--- src/rtl/bnwq_pkg.sv ---
// Shared types, constants and helpers of the buffered NVM write queue.
`default_nettype none
package bnwq_pkg;

  localparam int RING_BYTES   = 512;
  localparam int MEMORY_BYTES = 1024;
  localparam int HDR_BYTES    = 4;
  localparam int RING_AW      = $clog2(RING_BYTES);
  localparam int FREE_W       = $clog2(RING_BYTES + 1);
  localparam int CMP_W        = FREE_W + 1;

  localparam logic [10:0] ERASE_LEN  = 11'(MEMORY_BYTES & 'h7FF);
  localparam logic [7:0]  ERASE_FILL = 8'hFF;

  localparam logic [2:0] OPC_REPEAT    = 3'd0;
  localparam logic [2:0] OPC_DATA_HDR  = 3'd1;
  localparam logic [2:0] OPC_DATA_BYTE = 3'd2;
  localparam logic [2:0] OPC_TICK      = 3'd3;
  localparam logic [2:0] OPC_ERASE     = 3'd4;

  typedef enum logic [2:0] {
    OP_REPEAT,
    OP_DATA_HDR,
    OP_DATA_BYTE,
    OP_TICK,
    OP_ERASE,
    OP_NOP
  } op_e;

  typedef struct packed {
    op_e         kind;
    logic [9:0]  address;
    logic [7:0]  value;
    logic [10:0] count;
    logic        busy;
    logic [7:0]  stored;
  } item_t;

  typedef struct packed {
    logic        accepted;
    logic        write_valid;
    logic [9:0]  write_address;
    logic [7:0]  write_data;
    logic [9:0]  pending_address;
    logic [9:0]  free_bytes;
    logic        done;
  } res_t;

  // header layout: addr lo, len lo, fill, {rep, len hi, addr hi}
  function automatic logic [3:0][7:0] hdr_pack(input logic [9:0] addr,
                                               input logic [10:0] len,
                                               input logic [7:0] fill,
                                               input logic rep);
    logic [3:0][7:0] h;
    h[0] = addr[7:0];
    h[1] = len[7:0];
    h[2] = fill;
    h[3] = {2'b00, rep, len[10:8], addr[9:8]};
    return h;
  endfunction

endpackage
`default_nettype wire

--- src/rtl/bnwq_front.sv ---
// Front end: takes items, decodes the opcode and queues them for the back end.
`default_nettype none
module bnwq_front (
  input  wire               clk_i,
  input  wire               rst_ni,
  input  wire               in_valid_i,
  output logic              in_stall_o,
  input  wire  [2:0]        op_i,
  input  wire  [9:0]        address_i,
  input  wire  [7:0]        value_i,
  input  wire  [10:0]       count_i,
  input  wire               nvm_busy_i,
  input  wire  [7:0]        stored_byte_i,
  output logic              q_valid_o,
  output bnwq_pkg::item_t   q_item_o,
  input  wire               q_take_i
);
  import bnwq_pkg::*;

  item_t      fifo_q [2];
  logic       wr_ptr_q, rd_ptr_q;
  logic [1:0] cnt_q;
  logic       push, pop;
  item_t      item_d;

  always_comb begin
    item_d.address = address_i;
    item_d.value   = value_i;
    item_d.count   = count_i;
    item_d.busy    = nvm_busy_i;
    item_d.stored  = stored_byte_i;
    unique case (op_i)
      OPC_REPEAT:    item_d.kind = OP_REPEAT;
      OPC_DATA_HDR:  item_d.kind = OP_DATA_HDR;
      OPC_DATA_BYTE: item_d.kind = OP_DATA_BYTE;
      OPC_TICK:      item_d.kind = OP_TICK;
      OPC_ERASE:     item_d.kind = OP_ERASE;
      default:       item_d.kind = OP_NOP;
    endcase
  end

  assign in_stall_o = (cnt_q == 2'd2);
  assign push       = in_valid_i && !in_stall_o;
  assign q_valid_o  = (cnt_q != 2'd0);
  assign q_item_o   = fifo_q[rd_ptr_q];
  assign pop        = q_valid_o && q_take_i;

  always_ff @(posedge clk_i) begin
    if (push) begin
      fifo_q[wr_ptr_q] <= item_d;
    end
  end

  always_ff @(posedge clk_i or negedge rst_ni) begin
    if (!rst_ni) begin
      wr_ptr_q <= 1'b0;
      rd_ptr_q <= 1'b0;
      cnt_q    <= 2'd0;
    end else begin
      if (push) begin
        wr_ptr_q <= ~wr_ptr_q;
      end
      if (pop) begin
        rd_ptr_q <= ~rd_ptr_q;
      end
      if (push && !pop) begin
        cnt_q <= cnt_q + 2'd1;
      end else if (pop && !push) begin
        cnt_q <= cnt_q - 2'd1;
      end
    end
  end

endmodule
`default_nettype wire

--- config.mk ---
export PLATFORM = sky130hd
export DESIGN_NAME = bnwq_front
export DESIGN_NICKNAME = d
export VERILOG_FILES = /design/src/rtl/bnwq_pkg.sv /design/src/rtl/bnwq_front.sv
export SDC_FILE = /design/constraint.sdc
export NUM_CORES = 1
export LEC_CHECK = 0
export BUFFER_PORTS_ARGS = -buffer_cell sky130_fd_sc_hd__buf_4
export CAP_MARGIN = 20
export CORE_ASPECT_RATIO = 1.25
export CORE_MARGIN = 10
export CORE_UTILIZATION = 35
export DETAILED_ROUTE_END_ITERATION = 12
export PLACE_DENSITY = 0.58
export SYNTH_ARGS = -nofsm -noshare
export SYNTH_HDL_FRONTEND = slang
export SYNTH_SLANG_ARGS = --single-unit
--- constraint.sdc ---
create_clock -name clk_i -period 2.9 [get_ports clk_i]
set_input_delay 0.435 -clock clk_i [delete_from_list [all_inputs] [get_ports clk_i]]
set_output_delay 0.435 -clock clk_i [all_outputs]
set_load 0.05 [all_outputs]
==> impl_results.html, run 1 <==
<table>
<tr><th>Metric</th><th>Value</th></tr>
<tr><th colspan="2">Job</th></tr>
<tr><td>Reported max-cap violation count</td><td>0</td></tr>
<tr><th colspan="2">Global route</th></tr>
<tr><td>Remaining Overflow, GRT</td><td>0</td></tr>
<tr><td>Overall track demand over capacity in global routing</td><td>0.09109</td></tr>
<tr><td>Global-route wire length before repair</td><td>approximately 9.5 mm</td></tr>
<tr><td>Vias in the first global route</td><td>between 1500 and 2000</td></tr>
<tr><td>Initial antenna violation count</td><td>0</td></tr>
<tr><td>Largest net degree at the start of global routing</td><td>42</td></tr>
<tr><th colspan="2">Detailed routing</th></tr>
<tr><td>Iteration-0 DRC Markers</td><td>70</td></tr>
<tr><td>Post-Route WL</td><td>~6.2 mm</td></tr>
<tr><td>Routed wirelength normalized by instance count</td><td>16.48 um</td></tr>
<tr><td>Total vias in the final route</td><td>1656</td></tr>
<tr><td>Initial DRT Pass Iterations</td><td>6</td></tr>
<tr><td>Mean number of vias per cell</td><td>approximately 4.4</td></tr>
<tr><td>Post-detailed-route count of antenna-violating nets</td><td>0</td></tr>
<tr><td>Drc violations</td><td>0</td></tr>
<tr><th colspan="2">Floorplan</th></tr>
<tr><td>Ports</td><td>between 80 and 90</td></tr>
<tr><td>Std-Cell Rows</td><td>40</td></tr>
<tr><td>Core footprint</td><td>about 9500 um^2</td></tr>
<tr><td>Chip height</td><td>~130 um</td></tr>
<tr><td>X dimension of the die</td><td>roughly 110 um</td></tr>
<tr><td>Initial standard-cell utilization of the core</td><td>0.3551</td></tr>
<tr><td>DIE AREA</td><td>14000 um^2</td></tr>
<tr><th colspan="2">Timing</th></tr>
<tr><td>Transition at the pin with the smallest max-transition slack</td><td>between 0.5 and 0.6 ns</td></tr>
<tr><td>Number of setup violations in the final report</td><td>0</td></tr>
<tr><td>Final sum of negative setup slack</td><td>0 ns</td></tr>
<tr><td>Time the worst path needs with I/O delays and setup</td><td>~2.2 ns</td></tr>
<tr><td>Pins over their slew limit</td><td>0</td></tr>
<tr><td>WHS</td><td>~0.29 ns</td></tr>
<tr><td>Worst setup skew after layout</td><td>roughly 0.005 ns</td></tr>
<tr><td>Final cycle utilization of the critical path</td><td>0.7523</td></tr>
<tr><td>Peak clock frequency supported by timing</td><td>458.4 MHz</td></tr>
<tr><td>Number of hold violations in the final report</td><td>0</td></tr>
<tr><td>Headroom to the max-slew limit</td><td>0.6283</td></tr>
<tr><td>Unrepaired setup endpoints after global routing</td><td>no</td></tr>
<tr><th colspan="2">Cells and area</th></tr>
<tr><td>Post-layout net count</td><td>around 290</td></tr>
<tr><td>ANT cells</td><td>0</td></tr>
<tr><td>Most frequent standard cell in the layout excluding fill and tap cells</td><td>sky130_fd_sc_hd__buf_4</td></tr>
<tr><td>Number of non-filler instances in the completed layout</td><td>approximately 380</td></tr>
<tr><td>Area added between synthesis and finish</td><td>32.83%</td></tr>
<tr><td>Layout cell share with drive strength beyond 1</td><td>0.5833</td></tr>
<tr><td>Most frequent cells in the layout</td><td>sky130_fd_sc_hd__buf_4 (90), sky130_fd_sc_hd__edfxtp_1 (82), sky130_fd_sc_hd__mux2_4 (39)</td></tr>
<tr><th colspan="2">Clock network</th></tr>
<tr><td>CTS tree</td><td>done</td></tr>
<tr><td>Post-CTS Setup Repair Bufs</td><td>0</td></tr>
<tr><td>Clock latency on the worst-skew pair</td><td>approximately 0.32 ns</td></tr>
<tr><td>Clock root buffer</td><td>sky130_fd_sc_hd__clkbuf_16</td></tr>
<tr><td>CTS-repair resized insts</td><td>0</td></tr>
<tr><td>TritonCTS Buffers</td><td>9</td></tr>
<tr><td>Clock slew seen by the registers of the worst setup and hold paths</td><td>around 0.06 ns</td></tr>
<tr><td>H-tree level count</td><td>3</td></tr>
<tr><td>Num Clock Sinks</td><td>86</td></tr>
<tr><td>Maximum count of clock buffers along a single path</td><td>2</td></tr>
<tr><th colspan="2">Yosys</th></tr>
<tr><td>Post-synthesis sequential element count</td><td>between 80 and 90</td></tr>
<tr><td>Number of standard cells after synthesis</td><td>150</td></tr>
<tr><td>Average cell area after synthesis</td><td>about 23 um^2</td></tr>
<tr><td>Sequential element share of the synthesized area</td><td>0.7588</td></tr>
<tr><td>Area share of the largest cell type after synthesis</td><td>0.7292</td></tr>
<tr><td>Number of unique standard cell types used by synthesis</td><td>18</td></tr>
<tr><td>Mapped cell area</td><td>roughly 3400 um^2</td></tr>
<tr><td>Biggest area contributors in the synthesized netlist</td><td>sky130_fd_sc_hd__edfxtp_1 (73%), sky130_fd_sc_hd__mux2_4 (17%), sky130_fd_sc_hd__dfrtp_1 (3.0%)</td></tr>
<tr><td>Largest area contributor in the synthesized netlist</td><td>sky130_fd_sc_hd__edfxtp_1</td></tr>
<tr><td>Yosys warning count</td><td>0</td></tr>
<tr><td>Number of nets produced by synthesis</td><td>around 200</td></tr>
<tr><th colspan="2">Critical path</th></tr>
<tr><td>Signal arrival time at the worst endpoint</td><td>1.75 ns</td></tr>
<tr><td>Startpoint type of the worst setup path</td><td>flop</td></tr>
<tr><td>Critical path class</td><td>reg2out</td></tr>
<tr><td>Kind of end point of the critical path</td><td>output pin</td></tr>
<tr><td>Worst Path Required</td><td>roughly 2.5 ns</td></tr>
<tr><td>Highest net fanout along the worst path</td><td>12</td></tr>
<tr><th colspan="2">Power</th></tr>
<tr><td>Peak supply drop</td><td>approximately 0.54 mV</td></tr>
<tr><td>Power per Cell Area</td><td>about 1200 nW/um^2</td></tr>
<tr><td>PnR Total Power</td><td>5.473 mW</td></tr>
<tr><td>LEAKAGE</td><td>between 1.5 and 2 nW</td></tr>
<tr><th colspan="2">Worst hold path</th></tr>
<tr><td>Kind of path behind the tightest hold check</td><td>in2reg</td></tr>
<tr><th colspan="2">Place</th></tr>
<tr><td>Port-buffer cells</td><td>between 80 and 90</td></tr>
<tr><td>Weighted congestion reported at the end of routability-driven placement</td><td>just under 0.7</td></tr>
<tr><td>HPWL after detailed placement</td><td>roughly 4.5 mm</td></tr>
<tr><td>Number of placed cells counting well taps</td><td>between 300 and 400</td></tr>
<tr><th colspan="2">Status</th></tr>
<tr><td>Result of the run</td><td>completed</td></tr>
</table>
## where the power goes
part | total (mW) | internal [mW] | switching [mW]
Clock | 1.24 | 0.835 | 0.407
Sequential | 1.82 | 1.71 | 0.113
Combinational | 2.41 | 0.895 | 1.52
## cell usage after synthesis, drive strengths merged
master / count
xor2: 2
nor2b: 1
a21o: 1
buf: 5
mux2: 41
inv: 2
edfxtp: 82
clkbuf: 1
nand2: 2
ha: 1
and3: 1
nor2: 2
dfrtp: 4
nand2b: 1
or2: 1
xnor2: 3
## what timing repair did
item | 4_1_cts | 5_1_grt
hold endpoints to repair | 4 | 0
setup endpoints to repair | 0 | 0
hold buffers | 1 | 0
## cell type report
class	instances	area, um^2
Fill cell	862	5024
Sequential cell	86	2564
Multi-Input combinational cell	56	720.7
Timing Repair Buffer	92	705.7
Clock buffer	11	232.7
Tap cell	126	157.7
Clock inverter	5	97.59
Inverter	2	7.507
## registers in the layout (all words and copies together) (netlist names)
name	flops
cnt_q	2
wr_ptr_q	1
fifo_q	82
rd_ptr_q	1
## per-stage QoR
step / setup WS, ns / util / cell area, um^2
CTS: 0.6760 / 0.4717 / 4486
finish: 0.7184 / 0.4717 / 4486
global placement: 1.034 / 0.4359 / 4145
floorplan: 0.1113 / - / 3377
global route: 0.6250 / 0.4717 / 4486
detailed placement: 1.024 / 0.4359 / 4145
## final timing paths
path / start / end / slack [ns] / cells after the start
worst max register to register: cnt_q[0]$_DFFE_PN0P_ / fifo_q[1][18]$_DFFE_PP_ / 1.06 / 3
max in group asynchronous: rst_ni / rd_ptr_q$_DFFE_PN0P_ / 2.35 / 2
min in group asynchronous: rst_ni / cnt_q[1]$_DFFE_PN0P_ / 0.43 / 2
worst max-delay path: rd_ptr_q$_DFFE_PN0P_ / q_item_o[0] / 0.72 / 3
worst min-delay path: address_i[7] / fifo_q[1][35]$_DFFE_PP_ / 0.29 / 1
worst min register to register: cnt_q[1]$_DFFE_PN0P_ / cnt_q[1]$_DFFE_PN0P_ / 0.49 / 1
## routing by layer
| metal | GRT usage | up-vias | part of all wire |
|---|---|---|---|
| met1 | 0.09392 | 828 | 0.38 |
| met4 | 0.04724 | 0 | 0.019 |
| met2 | 0.1592 | 46 | 0.55 |
| met5 | 0 | - | 0 |
| met3 | 0.03207 | 10 | 0.051 |
| li1 | - | 772 | - |
## cells by family after synthesis
group	synth area share
DFF	0.7588
muxes	0.1801
buffers and inverters	0.03038
and+or+nand+nor	0.01186
xor gates and xnor gates	0.01297
AOI/OAI and AO/OA	0.002224
adders and majority gates	0.003704
## worst max-delay path: stages (launching register included)
cell	delay (ns)
sky130_fd_sc_hd__dfrtp_2	0.55
sky130_fd_sc_hd__buf_4	0.31
sky130_fd_sc_hd__mux2_2	0.36
sky130_fd_sc_hd__buf_4	0.19
Power figures use the tool's default switching activity.
==> run 2: changes to the inputs <==
--- a/config.mk
+++ b/config.mk
@@ -11,7 +11,7 @@
 export CORE_MARGIN = 10
 export CORE_UTILIZATION = 35
 export DETAILED_ROUTE_END_ITERATION = 12
-export PLACE_DENSITY = 0.58
+export PLACE_DENSITY = 0.56
 export SYNTH_ARGS = -nofsm -noshare
 export SYNTH_HDL_FRONTEND = slang
 export SYNTH_SLANG_ARGS = --single-unit
==> constraint.sdc (replaced) <==
create_clock -name clk_i -period 2.3 [get_ports clk_i]
set_input_delay 0.345 -clock clk_i [delete_from_list [all_inputs] [get_ports clk_i]]
set_output_delay 0.345 -clock clk_i [all_outputs]
set_load 0.05 [all_outputs]
==> impl_results.html, run 2 (same netlist as run 1, synthesis figures left out) <==
<table>
<tr><th>Metric</th><th>Value</th></tr>
<tr><th colspan="2">Status</th></tr>
<tr><td>Result of the run</td><td>completed</td></tr>
<tr><th colspan="2">Detailed routing</th></tr>
<tr><td>Iteration-0 DRC Markers</td><td>just over 50</td></tr>
<tr><td>Post-detailed-route count of antenna-violating nets</td><td>0</td></tr>
<tr><td>Total vias in the final route</td><td>1614</td></tr>
<tr><td>Post-Route WL</td><td>about 6.3 mm</td></tr>
<tr><td>Mean number of vias per cell</td><td>between 4 and 5</td></tr>
<tr><td>Drc violations</td><td>0</td></tr>
<tr><td>Initial DRT Pass Iterations</td><td>4</td></tr>
<tr><td>Routed wirelength normalized by instance count</td><td>around 17 um</td></tr>
<tr><th colspan="2">Power</th></tr>
<tr><td>Peak supply drop</td><td>0.6810 mV</td></tr>
<tr><td>PnR Total Power</td><td>approximately 6.5 mW</td></tr>
<tr><td>Power per Cell Area</td><td>about 1500 nW/um^2</td></tr>
<tr><td>LEAKAGE</td><td>between 1.5 and 2 nW</td></tr>
<tr><th colspan="2">Timing</th></tr>
<tr><td>Final sum of negative setup slack</td><td>0 ns</td></tr>
<tr><td>Peak clock frequency supported by timing</td><td>508.2 MHz</td></tr>
<tr><td>Unrepaired setup endpoints after global routing</td><td>no</td></tr>
<tr><td>Final cycle utilization of the critical path</td><td>0.8555</td></tr>
<tr><td>Headroom to the max-slew limit</td><td>0.7375</td></tr>
<tr><td>Transition at the pin with the smallest max-transition slack</td><td>~0.39 ns</td></tr>
<tr><td>Time the worst path needs with I/O delays and setup</td><td>around 2.0 ns</td></tr>
<tr><td>Final Worst Setup Slack</td><td>~0.33 ns</td></tr>
<tr><td>WHS</td><td>about 0.20 ns</td></tr>
<tr><td>Number of setup violations in the final report</td><td>0</td></tr>
<tr><td>Worst setup skew after layout</td><td>0.004713 ns</td></tr>
<tr><td>Pins over their slew limit</td><td>0</td></tr>
<tr><td>Number of hold violations in the final report</td><td>0</td></tr>
<tr><th colspan="2">Global route</th></tr>
<tr><td>Remaining Overflow, GRT</td><td>0</td></tr>
<tr><td>Overall track demand over capacity in global routing</td><td>0.09218</td></tr>
<tr><td>Vias in the first global route</td><td>between 1500 and 2000</td></tr>
<tr><td>Initial antenna violation count</td><td>0</td></tr>
<tr><td>Global-route wire length before repair</td><td>9.673 mm</td></tr>
<tr><td>Largest net degree at the start of global routing</td><td>24</td></tr>
<tr><th colspan="2">Place</th></tr>
<tr><td>Port-buffer cells</td><td>87</td></tr>
<tr><td>Post-placement setup slack</td><td>around 0.67 ns</td></tr>
<tr><td>Weighted congestion reported at the end of routability-driven placement</td><td>about 0.67</td></tr>
<tr><td>HPWL after detailed placement</td><td>around 4.5 mm</td></tr>
<tr><th colspan="2">Floorplan</th></tr>
<tr><td>Chip height</td><td>roughly 130 um</td></tr>
<tr><td>Ports</td><td>88</td></tr>
<tr><td>X dimension of the die</td><td>between 100 and 150 um</td></tr>
<tr><td>Std-Cell Rows</td><td>40</td></tr>
<tr><td>DIE AREA</td><td>roughly 14000 um^2</td></tr>
<tr><td>Initial standard-cell utilization of the core</td><td>0.3551</td></tr>
<tr><td>Core footprint</td><td>9509 um^2</td></tr>
<tr><th colspan="2">Critical path</th></tr>
<tr><td>Kind of end point of the critical path</td><td>output pin</td></tr>
<tr><td>Highest net fanout along the worst path</td><td>21</td></tr>
<tr><td>RR Endpoint</td><td>cnt_q[1]$_DFFE_PN0P_</td></tr>
<tr><td>Startpoint type of the worst setup path</td><td>flop</td></tr>
<tr><td>Signal arrival time at the worst endpoint</td><td>roughly 1.6 ns</td></tr>
<tr><td>Internal reg-to-reg setup slack</td><td>roughly 0.76 ns</td></tr>
<tr><td>Cells on worst reg2reg path</td><td>7</td></tr>
<tr><td>Startpoint of the worst register-to-register path</td><td>cnt_q[0]$_DFFE_PN0P_</td></tr>
<tr><td>Critical path class</td><td>reg2out</td></tr>
<tr><td>Worst Path Required</td><td>around 2 ns</td></tr>
<tr><th colspan="2">Cells and area</th></tr>
<tr><td>Max FFs per register</td><td>slightly above 80</td></tr>
<tr><td>ANT cells</td><td>0</td></tr>
<tr><td>Register containing the most flip-flops in the final layout</td><td>fifo_q</td></tr>
<tr><td>Fillcell total</td><td>~850</td></tr>
<tr><td>Most frequent standard cell in the layout excluding fill and tap cells</td><td>sky130_fd_sc_hd__buf_4</td></tr>
<tr><td>Layout cell share with drive strength beyond 1</td><td>0.5833</td></tr>
<tr><td>Post-layout net count</td><td>around 300</td></tr>
<tr><td>Most frequent cells in the layout</td><td>sky130_fd_sc_hd__buf_4 (93), sky130_fd_sc_hd__edfxtp_1 (82), sky130_fd_sc_hd__mux2_4 (39)</td></tr>
<tr><td>Area added between synthesis and finish</td><td>30.38%</td></tr>
<tr><td>Regs by FF count</td><td>fifo_q x82, cnt_q x2</td></tr>
<tr><th colspan="2">Clock network</th></tr>
<tr><td>Clock slew seen by the registers of the worst setup and hold paths</td><td>approximately 0.060 ns</td></tr>
<tr><td>H-tree level count</td><td>3</td></tr>
<tr><td>TritonCTS Buffers</td><td>9</td></tr>
<tr><td>Clock latency on the worst-skew pair</td><td>approximately 0.32 ns</td></tr>
<tr><td>CTS tree</td><td>done</td></tr>
<tr><td>Clock root buffer</td><td>sky130_fd_sc_hd__clkbuf_16</td></tr>
<tr><td>Num Clock Sinks</td><td>86</td></tr>
<tr><td>CTS-repair resized insts</td><td>0</td></tr>
<tr><td>Maximum count of clock buffers along a single path</td><td>2</td></tr>
<tr><th colspan="2">Job</th></tr>
<tr><td>Reported max-cap violation count</td><td>0</td></tr>
<tr><th colspan="2">Worst hold path</th></tr>
<tr><td>Sink of the worst hold path</td><td>fifo_q[0][37]$_DFFE_PP_</td></tr>
<tr><td>Launch instance of the worst min-delay path</td><td>address_i[9]</td></tr>
<tr><td>Cell depth of the worst hold path</td><td>1</td></tr>
<tr><td>Kind of path behind the tightest hold check</td><td>in2reg</td></tr>
</table>
run 2: changes by cell type in the layout (fill, tap and decap cells not counted):
cell                        previous run  this run
sky130_fd_sc_hd__buf_4                90        93
sky130_fd_sc_hd__bufinv_16             3         0
sky130_fd_sc_hd__buf_12                1         0
sky130_fd_sc_hd__clkbuf_1              2         1
sky130_fd_sc_hd__clkinv_1              2         3
sky130_fd_sc_hd__clkinv_2              0         1
run 2: per-layer routing:
metal  track usage  vias to the layer above  part of all wire  wire length (um)
li1              -                      774                 -                 -
met1       0.09225                      788              0.36              2273
met2        0.1603                       42              0.55              3469
met3       0.04144                       10             0.072               453
met4       0.04252                        0             0.016                98
met5             0                        -                 0                 0
run 2: final cells by class:
cell class / instances / area (um^2) / share of cell area
multi-input cells: 56 / 720.7 / 0.1637
clock buffers: 10 / 229.0 / 0.05200
inverters: 2 / 7.507 / 0.001705
clock inverters: 4 / 16.27 / 0.003694
repair buffers: 94 / 708.2 / 0.1608
flip-flops and latches: 86 / 2564 / 0.5823
well taps: 126 / 157.7 / 0.03581
run 2: where the power goes:
group          leakage, nW  internal, mW  switching (mW)  total, mW
combinational        0.847          1.12            1.94       3.06
sequential           0.807          2.15           0.103       2.25
clock                0.121         0.705           0.509       1.21
total                 1.78          3.98            2.55       6.53
run 2: what timing repair did:
item | CTS | global route
endpoints found under the hold margin | 4 | 0
setup buffers | 0 | 0
hold buffers | 1 | 0
run 2: worst max-delay path by stage:
| stage | slack (ns) | end | depth (start not counted) | start |
|---|---|---|---|---|
| after global routing | 0.25 | q_item_o[0] | 3 | rd_ptr_q$_DFFE_PN0P_ |
| final | 0.33 | q_item_o[0] | 3 | rd_ptr_q$_DFFE_PN0P_ |
| after global placement | 0.68 | q_item_o[0] | 3 | rd_ptr_q$_DFFE_PN0P_ |
| after CTS | 0.30 | q_item_o[0] | 3 | rd_ptr_q$_DFFE_PN0P_ |
| after floorplan | 0.19 | fifo_q[0][0]$_DFFE_PP_ | 3 | cnt_q[0]$_DFFE_PN0P_ |
| after detailed placement | 0.67 | q_item_o[0] | 3 | rd_ptr_q$_DFFE_PN0P_ |
run 2: through the flow:
stage,cell area [um^2],instances,util
2_1_floorplan,3379,150,-
3_3_place_gp,4148,363,0.4362
3_5_place_dp,4148,363,0.4362
4_1_cts,4403,378,0.4630
5_1_grt,4403,378,0.4630
6_report,4403,378,0.4630
run 2: critical path: stages, from the launching register on:
cell                      delay [ns]
sky130_fd_sc_hd__dfrtp_2        0.35
sky130_fd_sc_hd__buf_4          0.35
sky130_fd_sc_hd__mux2_2         0.39
sky130_fd_sc_hd__buf_4          0.19
==> run 3: changes to the inputs <==
--- a/config.mk
+++ b/config.mk
@@ -11,7 +11,6 @@
 export CORE_MARGIN = 10
 export CORE_UTILIZATION = 35
 export DETAILED_ROUTE_END_ITERATION = 12
-export PLACE_DENSITY = 0.56
 export SYNTH_ARGS = -nofsm -noshare
 export SYNTH_HDL_FRONTEND = slang
 export SYNTH_SLANG_ARGS = --single-unit
==> impl_results.html, run 3 (same netlist as run 1, synthesis figures left out) <==
<table>
<tr><th>Metric</th><th>Value</th></tr>
<tr><th colspan="2">Power</th></tr>
<tr><td>LEAKAGE</td><td>1.801 nW</td></tr>
<tr><td>Peak supply drop</td><td>slightly below 0.8 mV</td></tr>
<tr><td>Power per Cell Area</td><td>approximately 1500 nW/um^2</td></tr>
<tr><th colspan="2">Timing</th></tr>
<tr><td>Final sum of negative setup slack</td><td>0 ns</td></tr>
<tr><td>Worst setup skew after layout</td><td>0.004207 ns</td></tr>
<tr><td>Unrepaired setup endpoints after global routing</td><td>no</td></tr>
<tr><td>Final Worst Setup Slack</td><td>0.3852 ns</td></tr>
<tr><td>Pins over their slew limit</td><td>0</td></tr>
<tr><td>WHS</td><td>between 0.2 and 0.25 ns</td></tr>
<tr><td>Headroom to the max-slew limit</td><td>0.7814</td></tr>
<tr><td>Peak clock frequency supported by timing</td><td>522.2 MHz</td></tr>
<tr><td>Final cycle utilization of the critical path</td><td>0.8325</td></tr>
<tr><td>Number of hold violations in the final report</td><td>0</td></tr>
<tr><td>Time the worst path needs with I/O delays and setup</td><td>around 1.9 ns</td></tr>
<tr><td>Transition at the pin with the smallest max-transition slack</td><td>~0.33 ns</td></tr>
<tr><td>Number of setup violations in the final report</td><td>0</td></tr>
<tr><th colspan="2">Global route</th></tr>
<tr><td>Overall track demand over capacity in global routing</td><td>0.08834</td></tr>
<tr><td>Initial antenna violation count</td><td>0</td></tr>
<tr><td>Global-route wire length before repair</td><td>about 9.2 mm</td></tr>
<tr><td>Largest net degree at the start of global routing</td><td>43</td></tr>
<tr><td>Remaining Overflow, GRT</td><td>0</td></tr>
<tr><td>Vias in the first global route</td><td>1753</td></tr>
<tr><th colspan="2">Detailed routing</th></tr>
<tr><td>Initial DRT Pass Iterations</td><td>4</td></tr>
<tr><td>Post-Route WL</td><td>approximately 6.2 mm</td></tr>
<tr><td>Mean number of vias per cell</td><td>approximately 4.3</td></tr>
<tr><td>Drc violations</td><td>0</td></tr>
<tr><td>Iteration-0 DRC Markers</td><td>45</td></tr>
<tr><td>Post-detailed-route count of antenna-violating nets</td><td>0</td></tr>
<tr><td>Total vias in the final route</td><td>approximately 1600</td></tr>
<tr><td>Routed wirelength normalized by instance count</td><td>~16 um</td></tr>
<tr><th colspan="2">Clock network</th></tr>
<tr><td>Clock slew seen by the registers of the worst setup and hold paths</td><td>~0.06 ns</td></tr>
<tr><td>CTS-repair resized insts</td><td>0</td></tr>
<tr><td>TritonCTS Buffers</td><td>9</td></tr>
<tr><td>Post-CTS Setup Repair Bufs</td><td>0</td></tr>
<tr><td>Maximum count of clock buffers along a single path</td><td>2</td></tr>
<tr><td>Clock latency on the worst-skew pair</td><td>between 0.3 and 0.4 ns</td></tr>
<tr><td>CTS Hold Bufs</td><td>1</td></tr>
<tr><td>Num Clock Sinks</td><td>86</td></tr>
<tr><td>CTS tree</td><td>done</td></tr>
<tr><td>H-tree level count</td><td>3</td></tr>
<tr><td>Clock root buffer</td><td>sky130_fd_sc_hd__clkbuf_16</td></tr>
<tr><th colspan="2">Cells and area</th></tr>
<tr><td>Layout cell share with drive strength beyond 1</td><td>0.5952</td></tr>
<tr><td>Final std cell area, no fill</td><td>between 4000 and 5000 um^2</td></tr>
<tr><td>Post-layout net count</td><td>293</td></tr>
<tr><td>Max FFs per register</td><td>82</td></tr>
<tr><td>ANT cells</td><td>0</td></tr>
<tr><td>Most frequent cells in the layout</td><td>sky130_fd_sc_hd__buf_4 (89), sky130_fd_sc_hd__edfxtp_1 (82), sky130_fd_sc_hd__mux2_4 (39)</td></tr>
<tr><td>Regs by FF count</td><td>fifo_q x82, cnt_q x2</td></tr>
<tr><td>Area added between synthesis and finish</td><td>32.09%</td></tr>
<tr><td>Most frequent standard cell in the layout excluding fill and tap cells</td><td>sky130_fd_sc_hd__buf_4</td></tr>
<tr><td>Register containing the most flip-flops in the final layout</td><td>fifo_q</td></tr>
<tr><td>Final core utilization</td><td>0.4691</td></tr>
<tr><th colspan="2">Floorplan</th></tr>
<tr><td>Initial standard-cell utilization of the core</td><td>0.3551</td></tr>
<tr><td>Chip height</td><td>approximately 130 um</td></tr>
<tr><td>Ports</td><td>88</td></tr>
<tr><td>Core footprint</td><td>between 9000 and 10000 um^2</td></tr>
<tr><td>DIE AREA</td><td>about 14000 um^2</td></tr>
<tr><td>Std-Cell Rows</td><td>40</td></tr>
<tr><td>X dimension of the die</td><td>roughly 110 um</td></tr>
<tr><th colspan="2">Place</th></tr>
<tr><td>Port-buffer cells</td><td>just under 90</td></tr>
<tr><td>HPWL after detailed placement</td><td>roughly 4.4 mm</td></tr>
<tr><td>Weighted congestion reported at the end of routability-driven placement</td><td>roughly 0.70</td></tr>
<tr><td>Post-placement setup slack</td><td>roughly 0.71 ns</td></tr>
<tr><td>Standard cell area after detailed placement</td><td>4158 um^2</td></tr>
<tr><th colspan="2">Critical path</th></tr>
<tr><td>Critical path class</td><td>reg2out</td></tr>
<tr><td>Kind of end point of the critical path</td><td>output pin</td></tr>
<tr><td>Highest net fanout along the worst path</td><td>42</td></tr>
<tr><td>Signal arrival time at the worst endpoint</td><td>between 1.5 and 2 ns</td></tr>
<tr><td>Internal reg-to-reg setup slack</td><td>0.78 ns</td></tr>
<tr><td>Cells on worst reg2reg path</td><td>6</td></tr>
<tr><td>Startpoint of the worst register-to-register path</td><td>cnt_q[0]$_DFFE_PN0P_</td></tr>
<tr><td>Worst Path Required</td><td>1.96 ns</td></tr>
<tr><td>RR Endpoint</td><td>cnt_q[1]$_DFFE_PN0P_</td></tr>
<tr><td>Startpoint type of the worst setup path</td><td>flop</td></tr>
<tr><th colspan="2">Status</th></tr>
<tr><td>Result of the run</td><td>completed</td></tr>
<tr><th colspan="2">Worst hold path</th></tr>
<tr><td>Cell depth of the worst hold path</td><td>1</td></tr>
<tr><td>Sink of the worst hold path</td><td>fifo_q[0][35]$_DFFE_PP_</td></tr>
<tr><td>Launch instance of the worst min-delay path</td><td>address_i[7]</td></tr>
<tr><td>Kind of path behind the tightest hold check</td><td>in2reg</td></tr>
<tr><th colspan="2">Job</th></tr>
<tr><td>Reported max-cap violation count</td><td>0</td></tr>
</table>
-- run 3: cell types whose count changed in the layout (fill, tap and decap cells not counted) --
| cell | change |
|---|---|
| sky130_fd_sc_hd__clkbuf_8 | +1 |
| sky130_fd_sc_hd__clkinv_1 | -3 |
| sky130_fd_sc_hd__buf_12 | +2 |
| sky130_fd_sc_hd__bufinv_16 | +1 |
| sky130_fd_sc_hd__buf_4 | -4 |
| sky130_fd_sc_hd__clkinv_2 | +3 |
-- run 3: final cells by class --
| class | count | area, um^2 |
|---|---|---|
| flip-flops and latches | 86 | 2564 |
| fillers | 856 | 5049 |
| well taps | 126 | 157.7 |
| clock buffers | 11 | 242.7 |
| clock inverters | 5 | 50.05 |
| inverters | 2 | 7.507 |
| repair buffers | 92 | 718.2 |
| multi-input cells | 56 | 720.7 |
-- run 3: routing by layer --
metal / vias up / routed length, um / global-route usage
li1: 772 / - / -
met1: 805 / 2260 / 0.08581
met2: 40 / 3527 / 0.1596
met3: 5 / 336 / 0.02565
met4: 0 / 89 / 0.05669
met5: - / 0 / 0
-- run 3: worst max-delay path by stage --
| stage | slack (ns) | start | end | cells past startpoint |
|---|---|---|---|---|
| final | 0.39 | rd_ptr_q$_DFFE_PN0P_ | q_item_o[0] | 3 |
| after floorplan | 0.19 | cnt_q[0]$_DFFE_PN0P_ | fifo_q[0][0]$_DFFE_PP_ | 3 |
| after global routing | 0.31 | rd_ptr_q$_DFFE_PN0P_ | q_item_o[40] | 3 |
| after detailed placement | 0.71 | rd_ptr_q$_DFFE_PN0P_ | q_item_o[0] | 3 |
| after CTS | 0.35 | rd_ptr_q$_DFFE_PN0P_ | q_item_o[40] | 3 |
| after global placement | 0.71 | rd_ptr_q$_DFFE_PN0P_ | q_item_o[0] | 3 |
-- run 3: stage by stage --
stage	instances	total power [mW]
finish	378	6.731
global route	378	7.014
CTS	378	6.847
detailed placement	361	5.448
global placement	361	5.423
floorplan	150	4.720
-- run 3: worst max-delay path, cell delays in order, from the launching register on --
cell and delay [ns]:
sky130_fd_sc_hd__dfrtp_2 0.37, sky130_fd_sc_hd__buf_12 0.31, sky130_fd_sc_hd__mux2_2 0.37, sky130_fd_sc_hd__buf_4 0.19
-- run 3: power breakdown --
group / leakage, nW / switching (mW) / total, mW / internal [mW]
registers: 0.807 / 0.107 / 2.26 / 2.15
logic: 0.845 / 1.95 / 3.10 / 1.14
clock network: 0.149 / 0.517 / 1.38 / 0.862
